File: src/rtl/sswi_pkg.sv
package sswi_pkg;

    localparam int SEGMENT_COUNT_DEF = 4;

    localparam logic [31:0] CELL_MASK     = 32'hFFC0_0000;
    localparam int          CELL_SHIFT    = 10;
    localparam int          LOCAL_LIMIT   = 32'h0000_7FFF;
    localparam int          FRACTION_BITS = 12;
    localparam int          DIV_STEPS     = FRACTION_BITS + 1;
    localparam logic [12:0] NO_HIT        = 13'h1000;

    typedef enum logic [1:0] {
        ACT_LOAD  = 2'd0,
        ACT_CHUNK = 2'd1,
        ACT_WALL  = 2'd2,
        ACT_READ  = 2'd3
    } action_t;

    typedef enum logic [2:0] {
        ST_IDLE,
        ST_CHUNK,
        ST_WPRE,
        ST_WSEG,
        ST_DIV,
        ST_UPD,
        ST_OUT
    } state_t;

    typedef struct packed {
        logic [1:0]         action;
        logic [1:0]         seg_index;
        logic signed [31:0] point_a_x;
        logic signed [31:0] point_a_y;
        logic signed [31:0] point_b_x;
        logic signed [31:0] point_b_y;
        logic signed [15:0] wall_normal_first;
        logic signed [15:0] wall_normal_second;
    } in_item_t;

    typedef struct packed {
        logic [12:0]        hit_fraction;
        logic signed [15:0] hit_normal_first;
        logic signed [15:0] hit_normal_second;
    } out_item_t;

    // one pass of the shared unit: addend +/- (product or bypass operand)
    typedef struct packed {
        logic [31:0] addend;
        logic [15:0] mul_a;
        logic [15:0] mul_b;
        logic [31:0] bypass;
        logic        use_mul;
        logic        sub;
    } alu_op_t;

endpackage

File: src/rtl/sswi_alu.sv
module sswi_alu (
    input  sswi_pkg::alu_op_t op,
    output logic [32:0]       result
);

    logic signed [31:0] prod;
    logic [31:0]        operand;

    always_comb begin
        prod    = $signed(op.mul_a) * $signed(op.mul_b);
        operand = op.use_mul ? prod : op.bypass;
        // bit 32 set on subtract means no borrow
        result  = {1'b0, op.addend} + {1'b0, (op.sub ? ~operand : operand)} + 33'(op.sub);
    end

endmodule

File: src/rtl/sweep_segment_wall_intersect.sv
// Load: stores an in-range segment, no result. Read: result valid the cycle after the beat is taken.
// Chunk: per segment, 4 subtracts and a write-back on the shared adder.
// Wall: a setup pass, then per segment 5 to 11 multiply-accumulate steps and, if
// span and side checks pass, 13 divide steps and 1 update on the multiplier/adder.
// One item at a time; s_ready is low while an item is in progress.
// aresetn (synchronous, active low) clears all segments: points zero, fraction 4096.
module sweep_segment_wall_intersect #(
    parameter int SEGMENT_COUNT = sswi_pkg::SEGMENT_COUNT_DEF
) (
    input  logic                aclk,
    input  logic                aresetn,
    input  logic                s_valid,
    output logic                s_ready,
    input  sswi_pkg::in_item_t  s_data,
    output logic                m_valid,
    input  logic                m_ready,
    output sswi_pkg::out_item_t m_data
);

    localparam int IDX_W = (SEGMENT_COUNT > 1) ? $clog2(SEGMENT_COUNT) : 1;
    localparam int V_W   = 32 - sswi_pkg::CELL_SHIFT;

    sswi_pkg::state_t    state_reg, state_next;
    logic [IDX_W-1:0]    cnt_reg, cnt_next;
    logic [3:0]          step_reg, step_next;
    sswi_pkg::in_item_t  item_reg;
    logic [15:0]         wx_reg, wy_reg;

    logic [31:0] gsx_reg [SEGMENT_COUNT];
    logic [31:0] gsy_reg [SEGMENT_COUNT];
    logic [31:0] gex_reg [SEGMENT_COUNT];
    logic [31:0] gey_reg [SEGMENT_COUNT];
    logic [15:0] lp_reg  [SEGMENT_COUNT][4];
    logic [15:0] nrm_reg [SEGMENT_COUNT][2];
    logic [12:0] bf_reg  [SEGMENT_COUNT];
    logic [15:0] bnf_reg [SEGMENT_COUNT];
    logic [15:0] bns_reg [SEGMENT_COUNT];

    logic [31:0] nws_reg, nws_next;
    logic [31:0] s_reg, s_next;
    logic [31:0] e_reg, e_next;
    logic [31:0] span_reg, span_next;
    logic [31:0] sw_reg, sw_next;
    logic [31:0] ta_reg, ta_next;
    logic [31:0] tb_reg, tb_next;
    logic [31:0] rem_reg, rem_next;
    logic [12:0] quo_reg, quo_next;
    logic [15:0] ltmp_reg [4];
    logic [15:0] ltmp_next [4];
    logic        out_reg, out_next;

    logic                m_valid_reg, m_valid_next;
    sswi_pkg::out_item_t m_data_reg, m_data_next;

    sswi_pkg::alu_op_t   op;
    logic [32:0]         res;

    logic                accept, in_range, last_seg, fail_span, fail_side, outside;
    logic [IDX_W-1:0]    wi, ri;
    logic [31:0]         base_x, base_z, gsel;
    logic signed [V_W-1:0] v;
    logic [15:0]         wax, way, wbx, wby, p0, p1, p2, p3, nx, ny, dx, dy;
    logic                ld_we, chunk_we, upd_we;

    sswi_alu u_alu (
        .op     (op),
        .result (res)
    );

    assign accept   = s_valid && s_ready;
    assign s_ready  = (state_reg == sswi_pkg::ST_IDLE);
    assign m_valid  = m_valid_reg;
    assign m_data   = m_data_reg;
    assign in_range = (int'(s_data.seg_index) < SEGMENT_COUNT);
    assign wi       = IDX_W'(s_data.seg_index);
    assign ri       = (state_reg == sswi_pkg::ST_IDLE) ? wi : cnt_reg;
    assign last_seg = (cnt_reg == IDX_W'(SEGMENT_COUNT - 1));

    assign wax = item_reg.point_a_x[15:0];
    assign way = item_reg.point_a_y[15:0];
    assign wbx = item_reg.point_b_x[15:0];
    assign wby = item_reg.point_b_y[15:0];
    assign p0  = lp_reg[cnt_reg][0];
    assign p1  = lp_reg[cnt_reg][1];
    assign p2  = lp_reg[cnt_reg][2];
    assign p3  = lp_reg[cnt_reg][3];
    assign nx  = nrm_reg[cnt_reg][0];
    assign ny  = nrm_reg[cnt_reg][1];

    assign base_x = item_reg.point_a_x & sswi_pkg::CELL_MASK;
    assign base_z = item_reg.point_a_y & sswi_pkg::CELL_MASK;
    assign v      = res[31:sswi_pkg::CELL_SHIFT];
    assign outside = (v > V_W'(sswi_pkg::LOCAL_LIMIT)) || (v < -V_W'(sswi_pkg::LOCAL_LIMIT));
    assign dx     = ltmp_reg[2] - ltmp_reg[0];
    assign dy     = ltmp_reg[3] - ltmp_reg[1];

    assign fail_span = !(s_reg[31] ^ e_reg[31]) || s_reg[31] || res[31];
    assign fail_side = !(ta_reg[31] ^ res[31]) || (span_reg == 32'd0);

    always_comb begin
        case (step_reg[1:0])
            2'd0:    gsel = gsx_reg[cnt_reg];
            2'd1:    gsel = gsy_reg[cnt_reg];
            2'd2:    gsel = gex_reg[cnt_reg];
            default: gsel = gey_reg[cnt_reg];
        endcase
    end

    // shared unit operand selection
    always_comb begin
        op = '0;
        case (state_reg)
            sswi_pkg::ST_CHUNK: begin
                op.addend = gsel;
                op.bypass = step_reg[0] ? base_z : base_x;
                op.sub    = 1'b1;
            end
            sswi_pkg::ST_WPRE: begin
                op.use_mul = 1'b1;
                op.sub     = 1'b1;
                op.addend  = (step_reg == 4'd0) ? 32'd0 : nws_reg;
                op.mul_a   = (step_reg == 4'd0) ? wax : way;
                op.mul_b   = (step_reg == 4'd0) ? wx_reg : wy_reg;
            end
            sswi_pkg::ST_WSEG: begin
                op.use_mul = 1'b1;
                case (step_reg)
                    4'd0: begin op.addend = nws_reg; op.mul_a = p0; op.mul_b = wx_reg; end
                    4'd1: begin op.addend = s_reg;   op.mul_a = p1; op.mul_b = wy_reg; end
                    4'd2: begin op.addend = nws_reg; op.mul_a = p2; op.mul_b = wx_reg; end
                    4'd3: begin op.addend = e_reg;   op.mul_a = p3; op.mul_b = wy_reg; end
                    4'd4: begin
                        op.addend  = s_reg;
                        op.bypass  = e_reg;
                        op.use_mul = 1'b0;
                        op.sub     = 1'b1;
                    end
                    4'd5: begin op.addend = 32'd0;  op.mul_a = p2;  op.mul_b = nx; op.sub = 1'b1; end
                    4'd6: begin op.addend = sw_reg; op.mul_a = p3;  op.mul_b = ny; op.sub = 1'b1; end
                    4'd7: begin op.addend = sw_reg; op.mul_a = wax; op.mul_b = nx; end
                    4'd8: begin op.addend = ta_reg; op.mul_a = way; op.mul_b = ny; end
                    4'd9: begin op.addend = sw_reg; op.mul_a = wbx; op.mul_b = nx; end
                    default: begin op.addend = tb_reg; op.mul_a = wby; op.mul_b = ny; end
                endcase
            end
            sswi_pkg::ST_DIV: begin
                op.addend = (step_reg == 4'd0) ? s_reg : {rem_reg[30:0], 1'b0};
                op.bypass = span_reg;
                op.sub    = 1'b1;
            end
            default: op = '0;
        endcase
    end

    // next state
    always_comb begin
        state_next = state_reg;
        cnt_next   = cnt_reg;
        step_next  = step_reg;
        case (state_reg)
            sswi_pkg::ST_IDLE: begin
                if (accept) begin
                    cnt_next  = '0;
                    step_next = '0;
                    case (sswi_pkg::action_t'(s_data.action))
                        sswi_pkg::ACT_CHUNK: state_next = sswi_pkg::ST_CHUNK;
                        sswi_pkg::ACT_WALL:  state_next = sswi_pkg::ST_WPRE;
                        sswi_pkg::ACT_READ:  state_next = sswi_pkg::ST_OUT;
                        default:             state_next = sswi_pkg::ST_IDLE;
                    endcase
                end
            end
            sswi_pkg::ST_CHUNK: begin
                if (step_reg == 4'd4) begin
                    step_next = '0;
                    if (last_seg) begin
                        state_next = sswi_pkg::ST_IDLE;
                    end else begin
                        cnt_next = cnt_reg + 1'b1;
                    end
                end else begin
                    step_next = step_reg + 1'b1;
                end
            end
            sswi_pkg::ST_WPRE: begin
                step_next = step_reg + 1'b1;
                if (step_reg == 4'd1) begin
                    step_next  = '0;
                    state_next = sswi_pkg::ST_WSEG;
                end
            end
            sswi_pkg::ST_WSEG: begin
                step_next = step_reg + 1'b1;
                if ((step_reg == 4'd4 && fail_span) || (step_reg == 4'd10 && fail_side)) begin
                    step_next = '0;
                    if (last_seg) begin
                        state_next = sswi_pkg::ST_IDLE;
                    end else begin
                        cnt_next = cnt_reg + 1'b1;
                    end
                end else if (step_reg == 4'd10) begin
                    step_next  = '0;
                    state_next = sswi_pkg::ST_DIV;
                end
            end
            sswi_pkg::ST_DIV: begin
                step_next = step_reg + 1'b1;
                if (step_reg == 4'(sswi_pkg::DIV_STEPS - 1)) begin
                    step_next  = '0;
                    state_next = sswi_pkg::ST_UPD;
                end
            end
            sswi_pkg::ST_UPD: begin
                step_next = '0;
                if (last_seg) begin
                    state_next = sswi_pkg::ST_IDLE;
                end else begin
                    cnt_next   = cnt_reg + 1'b1;
                    state_next = sswi_pkg::ST_WSEG;
                end
            end
            sswi_pkg::ST_OUT: begin
                if (m_ready) begin
                    state_next = sswi_pkg::ST_IDLE;
                end
            end
            default: state_next = sswi_pkg::ST_IDLE;
        endcase
    end

    // datapath and outputs
    always_comb begin
        nws_next     = nws_reg;
        s_next       = s_reg;
        e_next       = e_reg;
        span_next    = span_reg;
        sw_next      = sw_reg;
        ta_next      = ta_reg;
        tb_next      = tb_reg;
        rem_next     = rem_reg;
        quo_next     = quo_reg;
        ltmp_next    = ltmp_reg;
        out_next     = out_reg;
        m_valid_next = m_valid_reg;
        m_data_next  = m_data_reg;
        ld_we        = 1'b0;
        chunk_we     = 1'b0;
        upd_we       = 1'b0;
        case (state_reg)
            sswi_pkg::ST_IDLE: begin
                if (accept) begin
                    ld_we = (s_data.action == sswi_pkg::ACT_LOAD) && in_range;
                    if (s_data.action == sswi_pkg::ACT_READ) begin
                        m_valid_next = 1'b1;
                        if (in_range) begin
                            m_data_next.hit_fraction      = bf_reg[ri];
                            m_data_next.hit_normal_first  = bnf_reg[ri];
                            m_data_next.hit_normal_second = bns_reg[ri];
                        end else begin
                            m_data_next = '{sswi_pkg::NO_HIT, 16'sd0, 16'sd0};
                        end
                    end
                end
            end
            sswi_pkg::ST_CHUNK: begin
                if (step_reg == 4'd4) begin
                    chunk_we = 1'b1;
                end else begin
                    ltmp_next[step_reg[1:0]] = v[15:0];
                    out_next = outside || ((step_reg != 4'd0) && out_reg);
                end
            end
            sswi_pkg::ST_WPRE: nws_next = res[31:0];
            sswi_pkg::ST_WSEG: begin
                case (step_reg)
                    4'd0, 4'd1: s_next    = res[31:0];
                    4'd2, 4'd3: e_next    = res[31:0];
                    4'd4:       span_next = res[31:0];
                    4'd5, 4'd6: sw_next   = res[31:0];
                    4'd7, 4'd8: ta_next   = res[31:0];
                    default:    tb_next   = res[31:0];
                endcase
            end
            sswi_pkg::ST_DIV: begin
                quo_next = {quo_reg[11:0], res[32]};
                rem_next = res[32] ? res[31:0] : op.addend;
            end
            sswi_pkg::ST_UPD: upd_we = (quo_reg < bf_reg[ri]);
            sswi_pkg::ST_OUT: begin
                if (m_ready) begin
                    m_valid_next = 1'b0;
                end
            end
            default: m_valid_next = m_valid_reg;
        endcase
    end

    always_ff @(posedge aclk) begin
        if (!aresetn) begin
            state_reg   <= sswi_pkg::ST_IDLE;
            cnt_reg     <= '0;
            step_reg    <= '0;
            m_valid_reg <= 1'b0;
            for (int i = 0; i < SEGMENT_COUNT; i++) begin
                gsx_reg[i] <= '0;
                gsy_reg[i] <= '0;
                gex_reg[i] <= '0;
                gey_reg[i] <= '0;
                for (int k = 0; k < 4; k++) begin
                    lp_reg[i][k] <= '0;
                end
                nrm_reg[i][0] <= '0;
                nrm_reg[i][1] <= '0;
                bf_reg[i]     <= sswi_pkg::NO_HIT;
                bnf_reg[i]    <= '0;
                bns_reg[i]    <= '0;
            end
        end else begin
            state_reg   <= state_next;
            cnt_reg     <= cnt_next;
            step_reg    <= step_next;
            m_valid_reg <= m_valid_next;
            if (ld_we) begin
                gsx_reg[wi] <= s_data.point_a_x;
                gsy_reg[wi] <= 32'd0 - s_data.point_a_y;
                gex_reg[wi] <= s_data.point_b_x;
                gey_reg[wi] <= 32'd0 - s_data.point_b_y;
                bf_reg[wi]  <= sswi_pkg::NO_HIT;
            end
            if (chunk_we) begin
                for (int k = 0; k < 4; k++) begin
                    lp_reg[cnt_reg][k] <= ltmp_reg[k];
                end
                nrm_reg[cnt_reg][0] <= out_reg ? 16'd0 : 16'd0 - dy;
                nrm_reg[cnt_reg][1] <= out_reg ? 16'd0 : dx;
            end
            if (upd_we) begin
                bf_reg[cnt_reg]  <= quo_reg;
                bnf_reg[cnt_reg] <= item_reg.wall_normal_second;
                bns_reg[cnt_reg] <= item_reg.wall_normal_first;
            end
        end
    end

    always_ff @(posedge aclk) begin
        if (accept) begin
            item_reg <= s_data;
            wx_reg   <= s_data.point_b_y[15:0] - s_data.point_a_y[15:0];
            wy_reg   <= s_data.point_a_x[15:0] - s_data.point_b_x[15:0];
        end
        nws_reg    <= nws_next;
        s_reg      <= s_next;
        e_reg      <= e_next;
        span_reg   <= span_next;
        sw_reg     <= sw_next;
        ta_reg     <= ta_next;
        tb_reg     <= tb_next;
        rem_reg    <= rem_next;
        quo_reg    <= quo_next;
        ltmp_reg   <= ltmp_next;
        out_reg    <= out_next;
        m_data_reg <= m_data_next;
    end

`ifndef ASSERT_OFF
    a_valid_in_out: assert property (@(posedge aclk) disable iff (!aresetn)
        m_valid_reg |-> (state_reg == sswi_pkg::ST_OUT))
        else $error("result beat outside output state");

    a_frac_range: assert property (@(posedge aclk) disable iff (!aresetn)
        m_valid_reg |-> (m_data_reg.hit_fraction <= sswi_pkg::NO_HIT))
        else $error("hit fraction above 4096");

    a_quo_range: assert property (@(posedge aclk) disable iff (!aresetn)
        (state_reg == sswi_pkg::ST_UPD) |-> (quo_reg <= sswi_pkg::NO_HIT))
        else $error("quotient above 4096");

    a_cnt_range: assert property (@(posedge aclk) disable iff (!aresetn)
        (state_reg != sswi_pkg::ST_IDLE) |-> (int'(cnt_reg) < SEGMENT_COUNT))
        else $error("segment counter out of range");

    a_read_result: assert property (@(posedge aclk) disable iff (!aresetn)
        (accept && s_data.action == sswi_pkg::ACT_READ) |=> m_valid_reg)
        else $error("read beat gave no result");
`endif

endmodule
File: config.mk
export PLATFORM = sky130hd
export DESIGN_NAME = sweep_segment_wall_intersect
export DESIGN_NICKNAME = d
export VERILOG_FILES = /design/src/rtl/sswi_pkg.sv /design/src/rtl/sswi_alu.sv /design/src/rtl/sweep_segment_wall_intersect.sv
export SDC_FILE = /design/constraint.sdc
export NUM_CORES = 2
export LEC_CHECK = 0
export BUFFER_PORTS_ARGS = -buffer_cell sky130_fd_sc_hd__buf_2
export CELL_PAD_IN_SITES_DETAIL_PLACEMENT = 1
export CELL_PAD_IN_SITES_GLOBAL_PLACEMENT = 2
export CORE_MARGIN = 2
export CORE_UTILIZATION = 34
export CTS_CLUSTER_SIZE = 25
export DETAILED_ROUTE_END_ITERATION = 6
export GPL_ROUTABILITY_DRIVEN = 0
export MAX_ROUTING_LAYER = met4
export PLACE_DENSITY_LB_ADDON = 0.3
export REMOVE_ABC_BUFFERS = 1
export SLEW_MARGIN = 20
export SYNTH_ARGS = -nofsm -noshare
export SYNTH_HDL_FRONTEND = slang
export SYNTH_HIERARCHICAL = 1
export SYNTH_SLANG_ARGS = --single-unit
File: constraint.sdc
create_clock -name aclk -period 16 [get_ports aclk]
set_clock_uncertainty 0.05 [all_clocks]
set_input_delay 3.2 -clock aclk [delete_from_list [all_inputs] [get_ports aclk]]
set_output_delay 3.2 -clock aclk [all_outputs]
set_load 0.01 [all_outputs]
After elaboration in Yosys (flattened, before gate mapping)
Memory sizes are Yosys's and may differ from the RTL's. A register that Yosys moved wholly into a read port is not among the register bits.
Index checks and enable logic that the tools add are counted.
{"block": "totals", "in_bits": 168, "output_inout_bits": 47, "mem_count": 9, "ram_bits": 1076, "wordCells": 252, "ff_bits": 516}
{"block": "op_classes", "reduce_logical": 54, "eq_ne": 31, "addsub": 11, "mul": 1, "bitwise": 6, "order_cmp": 5, "muxes": 108}
{"memory": "lp_reg", "depth": 4, "word_bits": 64, "rd": 1, "rd_clocked_by_memory_dff": 1, "wr": 4, "line": "sweep_segment_wall_intersect.sv:33", "source": "logic [15:0] lp_reg [SEGMENT_COUNT][4];"}
{"memory": "gex_reg", "depth": 4, "word_bits": 32, "rd": 1, "rd_clocked_by_memory_dff": 1, "wr": 4, "line": "sweep_segment_wall_intersect.sv:31", "source": "logic [31:0] gex_reg [SEGMENT_COUNT];"}
{"memory": "gey_reg", "depth": 4, "word_bits": 32, "rd": 1, "rd_clocked_by_memory_dff": 1, "wr": 4, "line": "sweep_segment_wall_intersect.sv:32", "source": "logic [31:0] gey_reg [SEGMENT_COUNT];"}
{"memory": "gsx_reg", "depth": 4, "word_bits": 32, "rd": 1, "rd_clocked_by_memory_dff": 1, "wr": 4, "line": "sweep_segment_wall_intersect.sv:29", "source": "logic [31:0] gsx_reg [SEGMENT_COUNT];"}
{"memory": "gsy_reg", "depth": 4, "word_bits": 32, "rd": 1, "rd_clocked_by_memory_dff": 1, "wr": 4, "line": "sweep_segment_wall_intersect.sv:30", "source": "logic [31:0] gsy_reg [SEGMENT_COUNT];"}
{"memory": "nrm_reg", "depth": 4, "word_bits": 32, "rd": 1, "rd_clocked_by_memory_dff": 1, "wr": 4, "line": "sweep_segment_wall_intersect.sv:34", "source": "logic [15:0] nrm_reg [SEGMENT_COUNT][2];"}
{"memory": "3 more memories"}
{"op": "$mux 32", "count": 10}
{"op": "$pmux 32 s10", "count": 1}
{"op": "$pmux 32 s3", "count": 2}
{"op": "$pmux 32 s6", "count": 1}
{"op": "$reduce_or 32->1", "count": 5}
{"op": "$pmux 32 s4", "count": 1}
{"op": "$mux 16", "count": 7}
{"op": "$bwmux 64", "count": 1}
{"op": "$mux 64", "count": 1}
{"op": "$pmux 32 s2", "count": 1}
{"op": "$reduce_or 64->1", "count": 1}
{"op": "$sub 1x32->32 const A", "count": 2}
{"op": "$sub 16x16->16", "count": 4}
{"op": "$mux 2", "count": 28}
{"op": "$add 32x32->33", "count": 1}
{"op": "$add 33x1->33", "count": 1}
{"op": "$mux 33", "count": 1}
{"op": "$demux 16 s2", "count": 1}
{"op": "$logic_not 32->1", "count": 1}
{"op": "$mul 16x16->32", "count": 1}
{"op": "$not 32->32", "count": 1}
{"op": "$reduce_or 16->1", "count": 2}
{"op": "$mux 31", "count": 1}
{"op": "$mux 1", "count": 29}
{"op": "other kinds (48)", "count": 112}

Logic depth before layout (Yosys ltp)
{"block": "depth", "ltp_word": 18, "mapped_depth": 51, "ltp_nobuf": 46}

Cells and area by module
The synthesis kept the hierarchy.
{"module": "sweep_segment_wall_intersect", "n_inst": 1, "seq_area_each_um2": 48346.4, "cells_per_inst": 5175, "area_each_um2": 72348.1}
{"module": "sswi_alu", "n_inst": 1, "seq_area_each_um2": 0.0, "cells_per_inst": 1412, "area_each_um2": 12170.4}

Worst setup path after synthesis
No wires, ideal clock.
{"block": "synth_path", "path_type": "register to register", "from": "reg step_reg[0]", "to": "reg with a tool-made name", "period_less_slack_ns": 11.660, "arrival_time_ns": 11.269, "stages_incl_launch_ff": 47, "setup_ns": 0.341, "path_buffers": 5, "required_time_ns": 15.609, "setup_slack_ns": 4.340, "cell_sequence": "dfxtp_1 -> buf_1 -> inv_1 -> ha_1 -> buf_2 -> nor4_1 -> a21o_1 -> clkbuf_1 -> a211o_1 -> clkbuf_1 -> a21oi_1 -> o22ai_1 -> clkbuf_1 -> nand2_1 -> inv_1 -> fa_1 -> inv_1 -> fa_1 -> (+11 left out) -> a21boi_0 -> a31oi_1 -> a21oi_1 -> mux2i_1 -> a21oi_1 -> xnor2_1 -> ha_1 -> a21o_1 -> a21oi_1 -> nor3b_1 -> a2111oi_0 -> nand3_1 -> or3b_2 -> a21oi_1 -> o21a_1 -> o21ai_0 -> a31oi_1 -> nor4_1"}
{"item": "from (decl)", "line": "sweep_segment_wall_intersect.sv:25", "source": "logic [3:0] step_reg, step_next;"}
{"item": "from (signal assigned)", "line": "sweep_segment_wall_intersect.sv:321", "source": "step_reg <= step_next;"}

==> metrics.txt <==
GR Util met3=approximately 2.8%; Setup crit end=state_reg[2]; Yosys reg bits=1614; final setup fails=0; top cells by area, synth=edfxtp_1 57%, fa_1 6.3%, mux4_2 6.0%, nor2_1 3.6%, ha_1 2.9%; Seq/Total Area, Yosys=between 50 and 60%; DP HPWL=197000 µm; CP Max Fanout=55; Die Ht=503 µm; Residual DRC=0; Largest stage delay, worst path=950 ps; Worst VDD drop=306 µV; EDFF count, synth=about 1600; vias in the first global route=around 59000; Hold Crit Class=reg2reg; Core Rows=around 180; I/O Buffers=214; final period utilization=85.6%; H-tree Lvls=4; PD cells=roughly 170 nW/µm²; core area=248000 µm²; CTS tree=yes; Max Clock Freq=approximately 73 MHz; max cap viols=0; Yosys warning total=6; Worst R2R End=state_reg[2]; DRT Wirelength=about 300000 µm; depth of the worst register-to-register path=41; NumNets Final=7394; reg2reg setup slack=about 2300 ps; clk root buf=clkbuf_16; Slew HR=approximately a fifth; Worst Max-Slew Pin Slew=between 1000 and 1500 ps; Yosys top cell by area=edfxtp_1; Post CTS Setup Buffer Count=0; CTS Buf Count=181; largest net degree at the start of global routing=105; clock buffer depth=3; Cells after Synth=approximately 6600; Lkg Pwr=between 0.03 and 0.04 µW; CTS sink count=approximately 1600; final hold vios=0; Synth Flop Type=edfxtp_1; ys async rst share=0%; Unique masters post-synth=97; RSZ-0062 raised after global routing=false; Placement Setup Slack=between 2000 and 2500 ps; Tmin final=13700 ps; chip width=about 500 µm; vias per cell=5.49; status=complete, no violations; area share of the largest cell type after synthesis=a little under three fifths; Slew Limit Fails=0; grt ovf=0; First-pass DRT Iterations=5; clk slew on worst S/H paths=60 ps; cell count after placement=between 9000 and 10000; Layout Cells excl Fill=~10000; Worst path most repeated cell=fa_1; fillcell total=25933; all-layer global routing usage=23.9%; CTS Hold Bufs=0; wire length per cell=about 29 µm; 1st-iter DRT viols=~5600; initial core utilization=around 34%; Vias=between 50000 and 60000; CP Data Arrival Time=14350 ps; hold path depth=0; Avg Cell Area, Syn=roughly 13 µm²; antenna violations before repair=27; CP Capture Type=register; Worst path slowest cell=a211oi_4; final worst setup slack=roughly 2300 ps; P&R area growth vs syn=13.6%; die area=around 250000 µm²; Startpoint Class=register; met2 usage=38.5%; first-pass GRT wire length=426000 µm; I/O pin count=215; Post-CTS Resized=0; global route hottest layer=met2; Cell Area, Synth=around 85000 µm²; commonest cells in the synthesized netlist=1602 x edfxtp_1, 802 x nor2_1, 543 x nand2_1, 475 x inv_1, 342 x and2_1; ANT nets after route=0; number of flip-flops in the largest register=256; share of cells above drive strength 1=around 15%; worst skew pair latency=just under 900 ps; Worst EP required=approximately 17000 ps; Worst R2R Start=step_reg[0]; WS Path Type=reg2reg; met1 GRT Util=roughly a third; Worst setup startpoint=step_reg[0]; count leader, synth=edfxtp_1
final cells by class:
type,instances,area [µm²],share of cell area (%)
sequential,1614,48400,50.4
tap,3330,4170,4.34
clock inverter,115,1340,1.39
inverter,476,1790,1.86
antenna,15,37.5,0.0391
timing repair buffer,377,2330,2.43
clock buffer,211,4660,4.86
multi-input combinational,4116,33300,34.7
cells in the final DEF (no fill, tap or decap), drive strengths merged, types with 34 or more instances in the layout:
cell type	n
mux2i	91
xor2	67
nand2	543
a21oi	120
and2	342
o21ai	123
a31oi	87
mux4	224
clkinv	82
a22o	63
buf	377
clkbuf	211
and3	208
inv	480
mux2	64
xnor2	110
a32oi	34
nor2	802
ha	193
a211o	36
fa	267
a22oi	80
nand3	47
a21o	48
edfxtp	1602
nor3	84
worst min-delay path by stage:
| stage | start | end | slack (ps) |
|---|---|---|---|
| after floorplan | quo_reg[9] | quo_reg[10] | 410 |
| after global placement | quo_reg[4] | quo_reg[5] | 420 |
| after detailed placement | quo_reg[4] | quo_reg[5] | 430 |
| after CTS | quo_reg[2] | quo_reg[3] | 450 |
| after global routing | quo_reg[3] | quo_reg[4] | 470 |
| final | quo_reg[3] | quo_reg[4] | 460 |
logic make-up after synthesis:
family	count (synthesis)	share of synthesized area, %
compound gates	879	7.49
xor+xnor	177	1.85
fa+ha+maj	460	9.18
buf+inv	857	3.89
flops	1614	57.2
mux	379	7.90
simple gates	2221	12.5
report_power, final:
group          internal (µW)  total, µW  switching, µW
registers               5720       5890            175
clock network           2430       4250           1830
logic                   1900       6420           4520
stage by stage:
step                      TNS, ps  hold slack [ps]  power, µW  cell area [µm²]  utilization, %
after floorplan           -556480              407       9580            83000               -
after global placement          0              422      12200            89900            36.3
after detailed placement        0              429      12400            89900            36.3
after CTS                       0              450      16600            95900            38.7
after global routing            0              468      17200            96000            38.7
final                           0              455      16600            96000            38.7
metal layers:
layer	vias up	wire, µm
met5	-	0
met4	0	8080
met3	343	16800
met2	1784	142000
met1	29846	128000
li1	24313	-
worst max-delay path, delay by kind of cell, from the launching register on:
family          cells  cell delay (ps)
compound gates     14             4020
xor+xnor            1              170
fa+ha+maj           9             4200
buf+inv             7             1840
flops               1              300
mux                 1              170
simple gates        9             2730
Power figures use the tool's default switching activity.
